File: config.mk
export PLATFORM = sky130hd
export DESIGN_NAME = sctp_adler32_checksum_core_flat
export DESIGN_NICKNAME = d
export VERILOG_FILES = /design/src/rtl/core/sa32_pkg.sv /design/src/rtl/core/sa32_if.sv /design/src/rtl/core/sctp_adler32_checksum_core.sv /design/src/rtl/core/sa32_in_stage.sv /design/src/rtl/core/sa32_accum.sv /design/src/flat_wrapper.sv
export SDC_FILE = /design/constraint.sdc
export NUM_CORES = 1
export LEC_CHECK = 0
export BUFFER_PORTS_ARGS = -buffer_cell sky130_fd_sc_hd__buf_2
export CAP_MARGIN = 20
export CORE_ASPECT_RATIO = 0.8
export CORE_MARGIN = 1.5
export CORE_UTILIZATION = 25
export CTS_CLUSTER_DIAMETER = 60
export CTS_CLUSTER_SIZE = 10
export DETAILED_ROUTE_END_ITERATION = 6
export PLACE_DENSITY = 0.43
export REMOVE_ABC_BUFFERS = 1
export SYNTH_ARGS = -nofsm -noshare
export SYNTH_HDL_FRONTEND = slang
export SYNTH_SLANG_ARGS = --single-unit
File: constraint.sdc
create_clock -name clk -period 10.92 [get_ports clk]
set_input_delay 2.184 -clock clk [delete_from_list [all_inputs] [get_ports clk]]
set_output_delay 2.184 -clock clk [all_outputs]
set_load 0.005 [all_outputs]
File: src/rtl/core/sa32_pkg.sv
`default_nettype none

package sa32_pkg;

    localparam int unsigned POS_W       = 4;
    localparam int unsigned FIELD_BYTES = 4;
    localparam logic [16:0] ADLER_MOD   = 17'd65521;

    typedef struct packed {
        logic [7:0] data_byte;
        logic       last_byte;
    } in_req_t;

    typedef struct packed {
        logic [31:0] checksum;
        logic        short_packet;
    } out_req_t;

    typedef struct packed {
        logic    valid;
        in_req_t req;
    } stage_t;

endpackage

`default_nettype wire

File: src/rtl/core/sa32_if.sv
`default_nettype none

interface sa32_in_if;
    logic             valid;
    logic             ready;
    sa32_pkg::in_req_t req;

    modport source (output valid, output req, input ready);
    modport sink   (input valid, input req, output ready);
endinterface

interface sa32_out_if;
    logic              valid;
    logic              ready;
    sa32_pkg::out_req_t req;

    modport source (output valid, output req, input ready);
    modport sink   (input valid, input req, output ready);
endinterface

`default_nettype wire

File: src/rtl/core/sctp_adler32_checksum_core.sv
// An accepted byte is registered in the input stage and then folded into the sums; for
// a last byte the result is registered in the output register, which drives egress.
// Throughput: one byte per cycle from the sum update loop, while egress is not stalled.
// Reset (rst_n low, asynchronous): sums go to 1 and 0, position to 0, both stages empty.
`default_nettype none

module sctp_adler32_checksum_core #(
    parameter int unsigned HEADER_BYTES = 12
) (
    input  wire logic clk,
    input  wire logic rst_n,
    sa32_in_if.sink   ingress,
    sa32_out_if.source egress
);

    sa32_pkg::stage_t stage;
    logic             take;

    sa32_in_stage u_in_stage (
        .clk     (clk),
        .rst_n   (rst_n),
        .ingress (ingress),
        .take    (take),
        .stage   (stage)
    );

    sa32_accum #(
        .HEADER_BYTES (HEADER_BYTES)
    ) u_accum (
        .clk    (clk),
        .rst_n  (rst_n),
        .stage  (stage),
        .take   (take),
        .egress (egress)
    );

endmodule

`default_nettype wire

File: src/rtl/core/sa32_in_stage.sv
`default_nettype none

module sa32_in_stage (
    input  wire logic         clk,
    input  wire logic         rst_n,
    sa32_in_if.sink           ingress,
    input  wire logic         take,
    output sa32_pkg::stage_t  stage
);

    logic              valid_reg;
    logic              valid_next;
    sa32_pkg::in_req_t req_reg;
    logic              accept;

    assign ingress.ready = !valid_reg || take;
    assign accept        = ingress.valid && ingress.ready;

    always_comb
    begin
        valid_next = valid_reg;
        if (accept)
        begin
            valid_next = 1'b1;
        end
        else if (take)
        begin
            valid_next = 1'b0;
        end
    end

    always_ff @(posedge clk or negedge rst_n)
    begin
        if (!rst_n)
        begin
            valid_reg <= 1'b0;
        end
        else
        begin
            valid_reg <= valid_next;
        end
    end

    always_ff @(posedge clk)
    begin
        if (accept)
        begin
            req_reg <= ingress.req;
        end
    end

    assign stage.valid = valid_reg;
    assign stage.req   = req_reg;

endmodule

`default_nettype wire

File: src/rtl/core/sa32_accum.sv
`default_nettype none

module sa32_accum #(
    parameter int unsigned HEADER_BYTES = 12
) (
    input  wire logic               clk,
    input  wire logic               rst_n,
    input  wire sa32_pkg::stage_t   stage,
    output logic                    take,
    sa32_out_if.source              egress
);

    localparam logic [sa32_pkg::POS_W-1:0] HDR_POS =
        sa32_pkg::POS_W'(HEADER_BYTES);
    localparam logic [sa32_pkg::POS_W-1:0] FIELD_START =
        sa32_pkg::POS_W'(HEADER_BYTES - sa32_pkg::FIELD_BYTES);

    logic [15:0]                low_reg;
    logic [15:0]                low_next;
    logic [15:0]                high_reg;
    logic [15:0]                high_next;
    logic [sa32_pkg::POS_W-1:0] pos_reg;
    logic [sa32_pkg::POS_W-1:0] pos_next;
    logic                       out_valid_reg;
    logic                       out_valid_next;
    sa32_pkg::out_req_t         out_req_reg;
    sa32_pkg::out_req_t         out_req_next;

    logic [7:0]                 byte_in;
    logic [16:0]                low_sum;
    logic [15:0]                low_mod;
    logic [16:0]                high_sum;
    logic [15:0]                high_mod;
    logic [sa32_pkg::POS_W-1:0] pos_inc;
    logic                       is_last;

    assign is_last = stage.req.last_byte;
    assign take    = stage.valid && (!is_last || !out_valid_reg || egress.ready);

    always_comb
    begin
        // checksum field inside the common header counts as zero
        byte_in = ((pos_reg < HDR_POS) && (pos_reg >= FIELD_START)) ?
                  8'd0 : stage.req.data_byte;

        low_sum  = {1'b0, low_reg} + {9'd0, byte_in};
        low_mod  = (low_sum >= sa32_pkg::ADLER_MOD) ?
                   16'(low_sum - sa32_pkg::ADLER_MOD) : low_sum[15:0];
        high_sum = {1'b0, high_reg} + {1'b0, low_mod};
        high_mod = (high_sum >= sa32_pkg::ADLER_MOD) ?
                   16'(high_sum - sa32_pkg::ADLER_MOD) : high_sum[15:0];
        pos_inc  = (pos_reg < HDR_POS) ? pos_reg + 1'b1 : pos_reg;

        low_next       = low_reg;
        high_next      = high_reg;
        pos_next       = pos_reg;
        out_valid_next = out_valid_reg;
        out_req_next   = out_req_reg;

        if (out_valid_reg && egress.ready)
        begin
            out_valid_next = 1'b0;
        end

        if (take)
        begin
            if (is_last)
            begin
                low_next       = 16'd1;
                high_next      = 16'd0;
                pos_next       = '0;
                out_valid_next = 1'b1;
                if (pos_inc >= HDR_POS)
                begin
                    out_req_next.checksum     = {high_mod, low_mod};
                    out_req_next.short_packet = 1'b0;
                end
                else
                begin
                    out_req_next.checksum     = 32'd0;
                    out_req_next.short_packet = 1'b1;
                end
            end
            else
            begin
                low_next  = low_mod;
                high_next = high_mod;
                pos_next  = pos_inc;
            end
        end
    end

    always_ff @(posedge clk or negedge rst_n)
    begin
        if (!rst_n)
        begin
            low_reg       <= 16'd1;
            high_reg      <= 16'd0;
            pos_reg       <= '0;
            out_valid_reg <= 1'b0;
        end
        else
        begin
            low_reg       <= low_next;
            high_reg      <= high_next;
            pos_reg       <= pos_next;
            out_valid_reg <= out_valid_next;
        end
    end

    always_ff @(posedge clk)
    begin
        out_req_reg <= out_req_next;
    end

    assign egress.valid = out_valid_reg;
    assign egress.req   = out_req_reg;

endmodule

`default_nettype wire
File: src/flat_wrapper.sv
// flat-port wrapper written by rule: the top's interface ports become plain ports
module sctp_adler32_checksum_core_flat 
#(
    parameter int unsigned HEADER_BYTES = 12
)
  (clk, rst_n, ingress_valid, ingress_req, ingress_ready, egress_valid, egress_req, egress_ready);
  sa32_in_if ingress_i ();
  sa32_out_if egress_i ();
  input  wire logic clk;
  input  wire logic rst_n;
  input wire logic [$bits(ingress_i.valid)-1:0] ingress_valid;
  input wire logic [$bits(ingress_i.req)-1:0] ingress_req;
  output wire logic [$bits(ingress_i.ready)-1:0] ingress_ready;
  output wire logic [$bits(egress_i.valid)-1:0] egress_valid;
  output wire logic [$bits(egress_i.req)-1:0] egress_req;
  input wire logic [$bits(egress_i.ready)-1:0] egress_ready;
  assign ingress_i.valid = ingress_valid;
  assign ingress_i.req = ingress_req;
  assign ingress_ready = ingress_i.ready;
  assign egress_valid = egress_i.valid;
  assign egress_req = egress_i.req;
  assign egress_i.ready = egress_ready;
  sctp_adler32_checksum_core #(.HEADER_BYTES(HEADER_BYTES)) u_core (.clk(clk), .rst_n(rst_n), .ingress(ingress_i), .egress(egress_i));
endmodule
=== Word level (Yosys, flattened, before mapping) ===
Index checks and enable logic that the tools add are counted.

* Register bits: 80
* Input bits: 13
* Output and inout port bits: 35
* Word-level logic and storage cells: 44

* $add $sub $neg: 5
* Magnitude comparators: 5
* Mux-type cells: 13
* Reductions and logical operators: 12

{| class="wikitable"
|+ Operators with widths
! kind !! count
|-
| $mux 16 || 4
|-
| $ge 17x16->1 const B || 2
|-
| $sub 16x16->16 const B || 2
|-
| $add 16x16->17 || 1
|-
| $add 16x8->17 || 1
|-
| $ge 4x4->1 const B || 2
|-
| $mux 4 || 2
|-
| $mux 8 || 1
|-
| $mux 1 || 6
|-
| $add 4x1->4 const B || 1
|-
| $logic_and 1x1->1 || 4
|-
| $lt 4x4->1 const B || 1
|-
| $logic_not 1->1 || 3
|-
| $logic_or 1x1->1 || 3
|-
| $reduce_and 2->1 || 1
|-
| $reduce_bool 2->1 || 1
|}

=== Depth between registers and ports, before layout ===
Gate-level depths: netlist of the first run.

* Depth after elaboration: 10
* Depth in mapped cells: 30
* Gate-level depth less buffers: 25

=== Cells and area by module ===
A second synthesis of the first run with hierarchy kept.

* Cell total of the unflattened synthesis: 558
* Area total of the unflattened synthesis: 5237.5 µm²

{| class="wikitable"
|+ By module, submodules not included
! module !! instances !! cells each !! area an instance (µm²) !! seq. area each (µm²)
|-
| sa32_accum || 1 || 544 || 4906.0 || 1918.1
|-
| sa32_in_stage || 1 || 14 || 331.6 || 295.3
|}

=== Worst setup path before layout of the first run ===
OpenSTA, ideal clock, no wires.

* Kind: register to register
* Start: register u_core.u_accum.pos_reg[2] (netlist name)
* End: register u_core.u_accum.out_req_reg, in the netlist u_core.u_accum.egress.req[27] (data pin)
* Library setup time: 0.147 ns
* Arrival time: 6.393 ns
* Required time: 10.773 ns
* Slack: 4.380 ns
* Stages on the path, launching flop included: 30
* Buffers on the path: 5
* Clock period less this slack: 6.540 ns
* Cell sequence: dfrtp_1 -> clkbuf_1 -> nand2b_1 -> and2_1 -> ha_1 -> inv_1 -> fa_1 -> nand2b_1 -> a211oi_2 -> or3_1 -> xor2_1 -> nand4_2 -> o41ai_4 -> a21oi_1 -> or4_1 -> and2_1 -> ha_1 -> buf_2 -> and2_1 -> nor2_1 -> nor4b_1 -> a311oi_2 -> or3_1 -> buf_2 -> and4b_1 -> buf_6 -> a22oi_4 -> buf_6 -> or3_1 -> a21oi_1

* Cells in the longest elaborated chain, start to end: 9
* Elaborated cells between the ends (all ways): 15
* Classes of those cells: add/sub (5); order compare (5); mux (4); reduce/logical (1)

{| class="wikitable"
|+ RTL lines
! what !! line !! source
|-
| start, declared || sa32_accum.sv:22 || <nowiki>logic [sa32_pkg::POS_W-1:0] pos_reg;</nowiki>
|-
| start signal, assigned || sa32_accum.sv:106 || <nowiki>pos_reg <= pos_next;</nowiki>
|-
| $lt 4x4->1 or $ge 4x4->1 (tied branches) || sa32_accum.sv:43 || <nowiki>byte_in = ((pos_reg < HDR_POS) && (pos_reg >= FIELD_START)) ?</nowiki>
|-
| $logic_and 1x1->1 (*) || sa32_accum.sv:43 ||
|-
| $mux 8 (*) || sa32_accum.sv:43 ||
|-
| $add 16x8->17 (*) || sa32_accum.sv:46 || <nowiki>low_sum = {1'b0, low_reg} + {9'd0, byte_in};</nowiki>
|-
| $sub 16x16->16 or $ge 17x16->1 (tied branches) || sa32_accum.sv:48, sa32_accum.sv:47 ||
|-
| $mux 16 (*) || sa32_accum.sv:47 || <nowiki>low_mod = (low_sum >= sa32_pkg::ADLER_MOD) ?</nowiki>
|-
| named net u_core.u_accum.low_mod[5] || sa32_accum.sv:31 || <nowiki>logic [15:0] low_mod;</nowiki>
|-
| $add 16x16->17 (*) || sa32_accum.sv:49 || <nowiki>high_sum = {1'b0, high_reg} + {1'b0, low_mod};</nowiki>
|-
| $sub 16x16->16 or $ge 17x16->1 (tied branches) || sa32_accum.sv:51, sa32_accum.sv:50 ||
|-
| $mux 16 (*) || sa32_accum.sv:50 || <nowiki>high_mod = (high_sum >= sa32_pkg::ADLER_MOD) ?</nowiki>
|-
| end signal, assigned || sa32_accum.sv:113 || <nowiki>out_req_reg <= out_req_next;</nowiki>
|-
| end, declared || sa32_accum.sv:26 || <nowiki>sa32_pkg::out_req_t out_req_reg;</nowiki>
|}

The timed path passes the listed nets; every way through them passes the cells marked *.
A chain may end at the register's enable or synchronous reset.

=== Worst setup path after layout of the first run ===
* Start: register u_core.u_accum.pos_reg[2] (netlist name)
* End: register u_core.u_accum.out_req_reg, in the netlist u_core.u_accum.egress.req[21] (data pin)

Same word-level chain as after synthesis.

==> flow_metrics.env, run 1 <==
export IMPL_outcome="finished clean"
export IMPL_routed_wl_um=16600
export IMPL_end_kind="register"
export IMPL_avgSynthCellArea_um2=9.08
export IMPL_setup_tns_ns=0
export IMPL_startpoint="u_core.u_accum.pos_reg[2]"
export IMPL_critPathCapture="u_core.u_accum.egress.req[21]"
export IMPL_finalCritPeriodShare_pct=72.6
export IMPL_drv_cap=0
export IMPL_die_x_um=172
export IMPL_ys_seq_elements=80
export IMPL_dp_cells=955
export IMPL_clock_sinks=80
export IMPL_die_area_um2=23700
export IMPL_cp_required_ns=11.00
export IMPL_synth_most_common_cell="nand2_1"
export IMPL_grt_max_degree=39
export IMPL_nFillCells=2410
export IMPL_nNetsFinal=707
export IMPL_ys_warn_count=0
export IMPL_drt_iter0_drc=439
export IMPL_tritoncts="yes"
export IMPL_largest_reg_flops=33
export IMPL_clock_fmax_ghz=0.126
export IMPL_clk_pin_slew_ns=0.07
export IMPL_wl_per_cell_um=17.1
export IMPL_viasPerCell=5.12
export IMPL_synth_edf_count=42
export IMPL_finalHoldViolCount=0
export IMPL_multi_input_area_um2=3260
export IMPL_vias=4977
export IMPL_power_leakage_nw=2.70
export IMPL_clock_latency_ns=0.35
export IMPL_die_height_um=138
export IMPL_worstHoldPathType="register to register"
export IMPL_grt_pass1_vias=4606
export IMPL_worstMarginPinSlew_ns=0.969
export IMPL_cts_max_level=3
export IMPL_ant_nets=0
export IMPL_rsz0062_at_grt="no"
export IMPL_drive_above_1_share_pct=13.1
export IMPL_slew_headroom_pct=34.4
export IMPL_syn_area_um2=5700
export IMPL_r2r_setup_slack_ns=2.99
export IMPL_synth_async_reset_ratio_pct=47.5
export IMPL_cts_hold_buffers=0
export IMPL_core_area_um2=22400
export IMPL_dr_pass1_iters=5
export IMPL_reg2reg_depth=25
export IMPL_ys_flop_type="edfxtp_1"
export IMPL_cts_buffers_inserted=9
export IMPL_gp_congestion=0.921
export IMPL_setup_viol=0
export IMPL_layout_min_cycle_time_ns=7.93
export IMPL_worstPathMaxFanout=10
export IMPL_cp_slowest_cell="nor4_1"
export IMPL_drc=0
export IMPL_dp_hpwl_um=12300
export IMPL_arrival_ns=8.02
export IMPL_max_vdd_ir_drop_v=0.000109
export IMPL_clock_skew_ns=0.00984
export IMPL_start_util_pct=25.4
export IMPL_netlist_top_cells_count="nand2_1, nor2_1, a21oi_1, edfxtp_1, dfrtp_1"
export IMPL_reg2reg_to="u_core.u_accum.egress.req[21]"
export IMPL_io_pins=48
export IMPL_cpPeakStageDelay_ns=0.62
export IMPL_ff_latch_area_um2=2210
export IMPL_final_max_slew_viol_count=0
export IMPL_grt_overflow=0
export IMPL_row_count=49
export IMPL_antenna_found_initial=0
export IMPL_diodes=0
export IMPL_clock_root_buffer="clkbuf_16"
export IMPL_hold_slack_ns=0.489
export IMPL_ys_seq_area_share_pct=38.8
export IMPL_stdcell_count=972
export IMPL_path_class="register to register"
export IMPL_postCtsSetupRepairBufs=0
export IMPL_port_buffers=47
export IMPL_clockBufferDepth=2
export IMPL_regToRegStartpoint="u_core.u_accum.pos_reg[2]"
export IMPL_grt_pass1_wl_um=26100
export IMPL_power_density_nw_per_um2=293
export IMPL_synthCells=628
export IMPL_yosysTopAreaCell="edfxtp_1"
export IMPL_cp_start_kind="register"
export IMPL_area_growth_pct=15.3
export IMPL_track_usage_pct=14.4
export IMPL_synth_area_top_cells="edfxtp_1, dfrtp_1, ha_1"
export IMPL_yosysTopAreaCellShare_pct=22.1
export IMPL_ys_types=78
export IMPL_cts_resized=0
[power breakdown]
part	internal, mW	switching [mW]
Combinational	0.413	0.764
Clock	0.202	0.134
Sequential	0.369	0.0403
Total	0.984	0.938
[logic make-up (layout without fill, tap and decap cells)]
logic type | after synthesis | count (layout) | share of synthesized area (%)
AO/OA/AOI/OAI | 180 | 180 | 22.3
adder cells (fa/ha/maj) | 33 | 33 | 7.51
XOR/XNOR | 25 | 25 | 3.84
buffers and inverters | 55 | 93 | 4.06
flip-flops | 80 | 80 | 38.8
multiplexers | 4 | 4 | 0.724
AND/OR/NAND/NOR | 251 | 251 | 22.8
[cell usage in the layout (no fill, tap or decap), drive strengths merged, types with 5 or more instances in the layout]
cell type / n
inv: 24
buf: 53
o21ai: 38
nor3: 19
xnor2: 13
nand2: 61
nand2b: 7
a21oi: 42
and2: 23
nand3: 22
o31ai: 9
clkbuf: 10
or4: 5
edfxtp: 42
a21o: 15
o211ai: 7
or3: 8
o21a: 5
a31oi: 5
nor2: 55
dfrtp: 37
xor2: 12
nand4: 11
a211oi: 9
and3: 12
o311ai: 5
ha: 31
[metal layers]
layer  GRT usage [%]  up-vias  wire [um]
met1            22.8     2371       8490
li1                -     2416          -
met2            19.4      180       6650
met4            3.07        0        177
met3            3.26       10       1310
met5               0        -          0
[worst min-delay path by stage]
stage,slack (ns),cells after the start,endpoint,from
after global placement,0.48,2,u_core.u_accum.high_reg[6],u_core.u_accum.high_reg[6]
after floorplan,0.46,2,u_core.u_accum.high_reg[0],u_core.u_accum.high_reg[0]
after CTS,0.50,2,u_core.u_accum.high_reg[6],u_core.u_accum.high_reg[6]
after detailed placement,0.48,2,u_core.u_accum.high_reg[5],u_core.u_accum.high_reg[5]
final,0.49,2,u_core.u_accum.high_reg[6],u_core.u_accum.high_reg[6]
after global routing,0.51,2,u_core.u_accum.low_reg[6],u_core.u_accum.low_reg[6]
[through the flow]
stage / util [%] / power, mW / setup slack (ns) / area, um2
global route: 29.3 / 2.08 / 2.39 / 6570
finish: 29.3 / 1.92 / 2.99 / 6570
global placement: 27.7 / 1.56 / 3.17 / 6210
floorplan: - / 1.28 / 4.32 / 5560
CTS: 29.2 / 1.92 / 3.00 / 6540
detailed placement: 27.7 / 1.57 / 3.08 / 6220
[worst max-delay path, delay by kind of cell, from the launching register on]
kind | cells | cell delay (ns)
AND/OR/NAND/NOR | 9 | 2.48
AO/OA/AOI/OAI | 7 | 2.22
adder cells (fa/ha/maj) | 4 | 1.26
XOR/XNOR | 3 | 1.09
flip-flops | 1 | 0.47
buffers and inverters | 2 | 0.13
[final cells by class]
class / instances / share of cell area (%)
Timing Repair Buffer: 53 / 4.63
Sequential cell: 80 / 33.7
Inverter: 24 / 1.37
Multi-Input combinational cell: 493 / 49.6
Clock buffer: 10 / 3.49
Clock inverter: 6 / 1.43
Tap cell: 306 / 5.83
Note: power is estimated with default switching activity, not from simulation.
==> inputs of run 2 (changes only) <==
PLACE_DENSITY = 0.44   (was 0.43)
clock period = 6.9 ns   (was 10.92 ns; I/O delays follow)
==> run 2 against run 1 <==
Fmax up 19%. Hold slack better by 0.011 ns. Worst setup slack worse by 2.7 ns. Non-clock buffer count rose by 49. Clock skew grew 0.00076 ns. Clock-buffer cell count did not move. Sequential power up 58%. Sequential share of layout area fell by 2.4 points. Utilization grew 2.2 points. Wire length increased by 3.3%. Largest power group unchanged. Highest routed layer unchanged.
==> flow_metrics.env, run 2 (same netlist as run 1, synthesis figures left out) <==
export IMPL_dr_pass1_iters=4
export IMPL_worstPathMaxFanout=7
export IMPL_whs_path_depth=2
export IMPL_die_height_um=138
export IMPL_diodes=0
export IMPL_power_density_nw_per_um2=474
export IMPL_grt_pass1_vias=4832
export IMPL_port_buffers=47
export IMPL_track_usage_pct=14.8
export IMPL_outcome="finished clean"
export IMPL_io_pins=48
export IMPL_reg2reg_depth=26
export IMPL_arrival_ns=6.75
export IMPL_antenna_found_initial=0
export IMPL_worstHoldPathType="register to register"
export IMPL_cp_start_kind="register"
export IMPL_vias=5099
export IMPL_tritoncts="yes"
export IMPL_cp_required_ns=6.99
export IMPL_final_cell_mix="nand2_1, nor2_1, buf_4"
export IMPL_clk_pin_slew_ns=0.07
export IMPL_clock_skew_ns=0.0106
export IMPL_clock_fmax_ghz=0.150
export IMPL_row_count=49
export IMPL_finalHoldViolCount=0
export IMPL_dp_hpwl_um=12700
export IMPL_drt_iter0_drc=313
export IMPL_cts_buffers_inserted=9
export IMPL_die_area_um2=23700
export IMPL_pre_cts_ws_ns=-0.0610
export IMPL_core_area_um2=22400
export IMPL_clockBufferDepth=2
export IMPL_dpl_cell_area_um2=6590
export IMPL_worstMarginPinSlew_ns=1.08
export IMPL_viasPerCell=4.99
export IMPL_nNetsFinal=756
export IMPL_busiest_layer="met1"
export IMPL_hold_slack_ns=0.501
export IMPL_path_class="register to register"
export IMPL_clock_root_buffer="clkbuf_16"
export IMPL_area_growth_pct=24.0
export IMPL_wl_per_cell_um=16.8
export IMPL_slew_headroom_pct=27.7
export IMPL_end_kind="register"
export IMPL_cts_max_level=3
export IMPL_use_met2_pct=20.7
export IMPL_grt_overflow=0
export IMPL_cts_hold_buffers=0
export IMPL_total_power_mw=3.35
export IMPL_final_cell_area_um2=7070
export IMPL_drv_cap=0
export IMPL_final_max_slew_viol_count=0
export IMPL_ant_nets=0
export IMPL_start_util_pct=25.4
export IMPL_met1_usage_pct=23.5
export IMPL_largest_reg_flops=33
export IMPL_die_x_um=172
export IMPL_routed_wl_um=17200
export IMPL_power_leakage_nw=2.97
export IMPL_clock_latency_ns=0.35
export IMPL_gp_congestion=0.845
export IMPL_nFillCells=2378
export IMPL_drc=0
export IMPL_post_route_util_pct=31.5
export IMPL_grt_max_degree=39
export IMPL_finalCritPeriodShare_pct=96.4
export IMPL_use_met3_pct=2.66
export IMPL_setup_viol=0
export IMPL_clock_sinks=80
export IMPL_grt_pass1_wl_um=27000
export IMPL_drive_above_1_share_pct=22.9
export IMPL_layout_min_cycle_time_ns=6.65
export IMPL_timing_final_ws_setup_ns=0.247
export IMPL_max_vdd_ir_drop_v=0.000159
export IMPL_layout_commonest_cell="nand2_1"
==> run 2: changes by cell type in the layout (fill, tap and decap cells not counted), sizes merged <==
cell    delta
bufinv     -1
clkinv     +1
buf       +49
==> run 2: final timing paths <==
path / slack, ns / end / from
max: 0.25 / u_core.u_accum.egress.req[18] / u_core.u_accum.pos_reg[3]
min: 0.50 / u_core.u_accum.high_reg[5] / u_core.u_accum.high_reg[5]
max reg2reg: 0.25 / u_core.u_accum.egress.req[18] / u_core.u_accum.pos_reg[3]
min reg2reg: 0.50 / u_core.u_accum.high_reg[5] / u_core.u_accum.high_reg[5]
max in group asynchronous: 5.34 / u_core.u_accum.high_reg[4] / rst_n
min in group asynchronous: 1.10 / u_core.u_accum.high_reg[14] / rst_n
==> run 2: metal layers <==
layer	part of all wire, %	wire length (um)	up-vias
li1	-	-	2507
met1	54	9260	2468
met2	41	7120	117
met3	4.1	711	7
met4	0.45	77	0
met5	0	0	-
==> run 2: metrics by stage <==
stage	setup TNS (ns)	instances
final	0	1021
after global routing	-0.0873	1021
after CTS	0	1018
after detailed placement	-0.0947	1002
after global placement	-0.0907	1001
after floorplan	0	597
==> run 2: timing repair <==
item	CTS	global route
setup endpoints to repair	9	32
pin swaps	0	5
resized for setup	3	31
hold endpoints to repair	0	0
buffers inserted	0	3
gates cloned	0	0
==> run 2: final cells by class <==
cell class                      instances  area, um2  area share, %
Clock buffer                           10        229           3.24
Clock inverter                          6       61.3          0.868
Inverter                               24       90.1           1.28
Multi-Input combinational cell        493       3420           48.4
Sequential cell                        80       2210           31.3
Tap cell                              306        383           5.42
Timing Repair Buffer                  102        668           9.46
==> run 2: critical path, stage by stage (launching register included) <==
cell       delay (ns)
dfrtp_1          0.38
nand2b_1         0.08
and2_1           0.15
ha_2             0.21
inv_1            0.06
fa_1             0.40
nand2b_4         0.20
a211oi_4         0.35
o31ai_1          0.13
buf_4            0.16
xnor2_2          0.16
o211ai_1         0.18
o41ai_4          0.47
a21oi_2          0.12
or4_4            0.53
and2_1           0.18
ha_1             0.27
a21oi_1          0.30
o221ai_1         0.27
and2_1           0.25
nor3_1           0.37
nor4_2           0.08
and4b_2          0.29
buf_4            0.17
a31o_2           0.27
a2bb2oi_1        0.28
nor2_1           0.08
==> run 2: power breakdown <==
group          internal, mW  leakage [nW]  switching [mW]
Combinational         0.914          1.93            1.31
Clock                 0.279         0.142           0.204
Sequential            0.584         0.897          0.0648
Total                  1.78          2.97            1.57
